**config.mk**
```make
export PLATFORM = sky130hd
export DESIGN_NAME = bis_blend
export DESIGN_NICKNAME = d
export VERILOG_FILES = /design/src/bis_pkg.sv /design/src/bis_blend.sv
export SDC_FILE = /design/constraint.sdc
export NUM_CORES = 2
export LEC_CHECK = 0
export ABC_AREA = 1
export BUFFER_PORTS_ARGS = -buffer_cell sky130_fd_sc_hd__buf_4
export CORE_UTILIZATION = 66
export DETAILED_ROUTE_END_ITERATION = 8
export PLACE_DENSITY = 0.92
export SLEW_MARGIN = 10
export SYNTH_ARGS = -nofsm -noshare
export SYNTH_HDL_FRONTEND = slang
export SYNTH_SLANG_ARGS = --single-unit
```
**constraint.sdc**
```tcl
create_clock -name clk -period 9.6 [get_ports clk]
set_input_delay 2.4 -clock clk [delete_from_list [all_inputs] [get_ports clk]]
set_output_delay 2.4 -clock clk [all_outputs]
set_load 0.01 [all_outputs]
```
**src/bis_pkg.sv**
```systemverilog
`default_nettype none
package bis_pkg;

    localparam int MAX_ROWS   = 256;
    localparam int MAX_COLS   = 256;
    localparam int FRAC_BITS  = 8;
    localparam int ADDR_W     = 16;
    localparam int PIX_W      = 16;
    localparam int COORD_W    = 17;
    localparam int SIZE_W     = 9;
    localparam int FILL_W     = 17;
    localparam int SAMPLE_W   = 25;
    localparam int CFG_IDX_W  = 2;
    localparam int CFG_DATA_W = 17;
    localparam int WGT_W      = FRAC_BITS + 1;
    localparam int PROD_W     = PIX_W + WGT_W;
    localparam int ACC_W      = PROD_W + 1 + WGT_W + 1;

    localparam logic [CFG_IDX_W-1:0] CFG_NUM_ROWS   = 2'd0;
    localparam logic [CFG_IDX_W-1:0] CFG_NUM_COLS   = 2'd1;
    localparam logic [CFG_IDX_W-1:0] CFG_FILL_VALUE = 2'd2;

    localparam logic OP_WRITE  = 1'b0;
    localparam logic OP_SAMPLE = 1'b1;

    typedef struct packed {
        logic                 valid;
        logic                 in_region;
        logic                 last;
        logic [FRAC_BITS-1:0] fr;
        logic [FRAC_BITS-1:0] fc;
        logic                 swap_a;
        logic                 swap_b;
    } bis_ctrl_t;

endpackage
`default_nettype wire

```
**src/bis_blend.sv**
```systemverilog
`default_nettype none
module bis_blend (
    input  wire logic                      clk,
    input  wire logic                      rst_n,
    input  wire logic                      en,
    input  wire bis_pkg::bis_ctrl_t        ctrl,
    input  wire logic [bis_pkg::PIX_W-1:0] even_a,
    input  wire logic [bis_pkg::PIX_W-1:0] odd_a,
    input  wire logic [bis_pkg::PIX_W-1:0] even_b,
    input  wire logic [bis_pkg::PIX_W-1:0] odd_b,
    input  wire logic signed [bis_pkg::FILL_W-1:0] fill_value,
    output logic                           out_valid,
    output logic [bis_pkg::SAMPLE_W-1:0]   out_value,
    output logic                           out_inside,
    output logic                           out_last
);
    import bis_pkg::*;

    logic [PIX_W-1:0]     p00, p10, p01, p11;
    logic [WGT_W-1:0]     wr0, wr1, wc0_reg, wc1_reg;
    logic [PROD_W-1:0]    m00_reg, m10_reg, m01_reg, m11_reg;
    logic                 v2_reg, in2_reg, last2_reg;
    logic [ACC_W-1:0]     acc;
    logic [SAMPLE_W-1:0]  val_reg;
    logic                 v3_reg, in3_reg, last3_reg;

    always_comb
    begin
        p00 = ctrl.swap_a ? odd_a  : even_a;
        p10 = ctrl.swap_a ? even_a : odd_a;
        p01 = ctrl.swap_b ? odd_b  : even_b;
        p11 = ctrl.swap_b ? even_b : odd_b;
        wr0 = WGT_W'(1 << FRAC_BITS) - WGT_W'(ctrl.fr);
        wr1 = WGT_W'(ctrl.fr);
        acc = ACC_W'((PROD_W+1)'(m00_reg) + (PROD_W+1)'(m10_reg)) * ACC_W'(wc0_reg)
            + ACC_W'((PROD_W+1)'(m01_reg) + (PROD_W+1)'(m11_reg)) * ACC_W'(wc1_reg)
            + ACC_W'(1 << (FRAC_BITS-1));
    end

    always_ff @(posedge clk)
    begin
        if (en)
        begin
            m00_reg   <= PROD_W'(p00) * PROD_W'(wr0);
            m10_reg   <= PROD_W'(p10) * PROD_W'(wr1);
            m01_reg   <= PROD_W'(p01) * PROD_W'(wr0);
            m11_reg   <= PROD_W'(p11) * PROD_W'(wr1);
            wc0_reg   <= WGT_W'(1 << FRAC_BITS) - WGT_W'(ctrl.fc);
            wc1_reg   <= WGT_W'(ctrl.fc);
            in2_reg   <= ctrl.in_region;
            last2_reg <= ctrl.last;
            in3_reg   <= in2_reg;
            last3_reg <= last2_reg;
            if (in2_reg)
            begin
                val_reg <= acc[FRAC_BITS +: SAMPLE_W];
            end
            else
            begin
                val_reg <= {fill_value, {FRAC_BITS{1'b0}}};
            end
        end
    end

    always_ff @(posedge clk or negedge rst_n)
    begin
        if (!rst_n)
        begin
            v2_reg <= 1'b0;
            v3_reg <= 1'b0;
        end
        else if (en)
        begin
            v2_reg <= ctrl.valid;
            v3_reg <= v2_reg;
        end
    end

    assign out_valid  = v3_reg;
    assign out_value  = val_reg;
    assign out_inside = in3_reg;
    assign out_last   = last3_reg;
endmodule
`default_nettype wire

```
==> metrics <==
footprint of the multi-input gates 29200 µm²; Max Clock Skew 19.8 ps; DR WL/cell 19.0 µm; CP Launch Type flip-flop; post-cts resize count 0; slowest CP cell xor2_1; CP arrival 8500 ps; cells after synthesis 4648; H-tree Lvls 4; CTS tree yes; register area 4340 µm²; largest family of logic cells by synthesized area adder cells; Layout Area Growth over Synthesis 5.96%; Vias/cell 5.77; Worst-path clk slew 60 ps; Post-CTS Setup Inserts 0; Post-DP HPWL 87600 µm; CTS sink count 145; unrepaired setup endpoints after global routing false; max_cap viols 0; clk_lat worst skew 470 ps; antenna violations before repair 3; Antenna diodes 0; All-Layer GR Usage 36.7%; syn_nets 5817; Die Wd 242 µm; met2 routed WL 49500 µm; Synth Area per Inst 8.20 µm²; via count 31628; global-route wire length before repair 169000 µm; drt drc 0; highest routed layer met5; #FFs+latches synth 145; crit path kind reg2reg; Post-Route WL 104000 µm; worst slew pin tran 1080 ps; final-stage net count 5886; prevailing post-synth register cell edfxtp_1; min Tclk post-route 8290 ps; status finished clean; endpoints failing hold 0; Async SR Flop Fraction 1.38%; DRT iter0 DRCs 2872; Worst Setup End Kind flip-flop; CTS root buf clkbuf_16; Die ar. 58700 µm²; fillers 4206; Site Rows 87; clk buf depth 2; period utilization 86.3%; Synth Area in XOR/XNOR 3.01%; layout cells sized above 1 6.19%; Worst Path Required 9820 ps; Netlist Area Pre-Place 38100 µm²; Netlist cell types 63; wire length on met1 36900 µm; most frequent cells in the layout inv_1, nand2_1, fa_1, nor2_1, ha_1; number of global-route vias before repair 33444; RD Place Congestion 1.05; post-synthesis mux area share 0%; # IOs 133; Rel. slew slack 27.4%; total congestion overflow 0; pin count of the biggest net entering global routing 95; Hold Path Class reg2reg; Post-Synth Adder-Cell Area 49.4%; die boundary height 242 µm; met3 routed WL 10700 µm; Post-Synth Simple-Gate Area 17.8%; CTS buffer count 17; initial core utilization 67.2%; EDFF count, synth 143; cell repeated most along the worst path fa_1; most common cell after layout, fill and taps aside inv_1; Port Buf Inserts 132; # setup viols final 0; Syn. warnings 0; setup TNS 0 ps; core area 56700 µm²; Max Slew Vio Count 0; CTS Hold Bufs 0; post-synthesis compound-gate area fraction 6.38%; Fmax 0.121 GHz; Largest stage delay, worst path 790 ps; highest net fanout along the worst path 7; register area share after synthesis 11.4%; DRT Pass-1 Iters 7; antenna-violating nets left 0
-- through the flow --
stage | setup slack, ps | instance area, µm² | hold slack, ps | util, % | cells
2_1_floorplan | 1800 | 38100 | 400 | - | 4648
3_3_place_gp | 1410 | 39800 | 406 | 70.2 | 5454
3_5_place_dp | 1150 | 39800 | 413 | 70.2 | 5454
4_1_cts | 1480 | 40400 | 428 | 71.2 | 5486
5_1_grt | 918 | 40400 | 427 | 71.2 | 5486
6_report | 1310 | 40400 | 426 | 71.2 | 5486
-- critical path, delay by kind of cell (launching register included) --
| family | cells | cell delay, ps |
|---|---|---|
| compound gates | 8 | 1820 |
| simple gates | 6 | 680 |
| fa+ha+maj | 9 | 4100 |
| flops | 1 | 390 |
| xor+xnor | 1 | 790 |
| buf+inv | 5 | 260 |
-- cells in the mapped netlist (all sizes together) (9+ instances only) --
library cell	instances	area [µm²]
edfxtp	143	4290
xnor2	44	415
or2	50	313
a21boi	9	71.3
a21o	12	90.1
ha	329	4120
fa	735	14700
nand2	918	3500
nor2	533	2030
o21ai	174	901
inv	1088	4080
xor2	80	731
nand3	115	596
buf	25	135
nand4	21	131
nor3	23	125
a21oi	170	866
o21bai	10	90.1
clkbuf	88	330
a31oi	25	156
-- cell families (layout without fill, tap and decap cells) --
kind of cell             after synthesis  count (layout)
AO/OA/AOI/OAI                        432             432
buffers and inverters               1208            1290
XOR/XNOR                             124             124
flip-flops                           145             145
adder cells (fa/ha/maj)             1064            1064
AND/OR/NAND/NOR                     1675            1675
-- cell type report --
class	count	area share (%)
multi-input combinational	3295	72.3
sequential	145	10.8
tap	756	2.34
timing repair buffer	163	3.04
clock buffer	18	1.09
inverter	1095	10.2
clock inverter	14	0.307
-- path summary, 6_finish.rpt --
kind | startpoint | endpoint | slack [ps] | cells past startpoint
max reg2reg | m00_reg[0] | out_value[17] | 1310 | 29
max in group asynchronous | rst_n | v2_reg | 7820 | 1
max | m00_reg[0] | out_value[17] | 1310 | 29
min | last2_reg | out_last | 430 | 0
min in group asynchronous | rst_n | out_valid | 1700 | 1
min reg2reg | last2_reg | out_last | 430 | 0
-- layer usage --
metal | GRT usage [%] | vias up
met3 | 7.34 | 483
met5 | 0 | -
met1 | 43.6 | 15111
met4 | 22.6 | 2
met2 | 61.7 | 1917
li1 | - | 14115
Power is left out: the tool's default activity adds up to more than one toggle a clock period on the data nets, which glitch-free logic cannot reach.
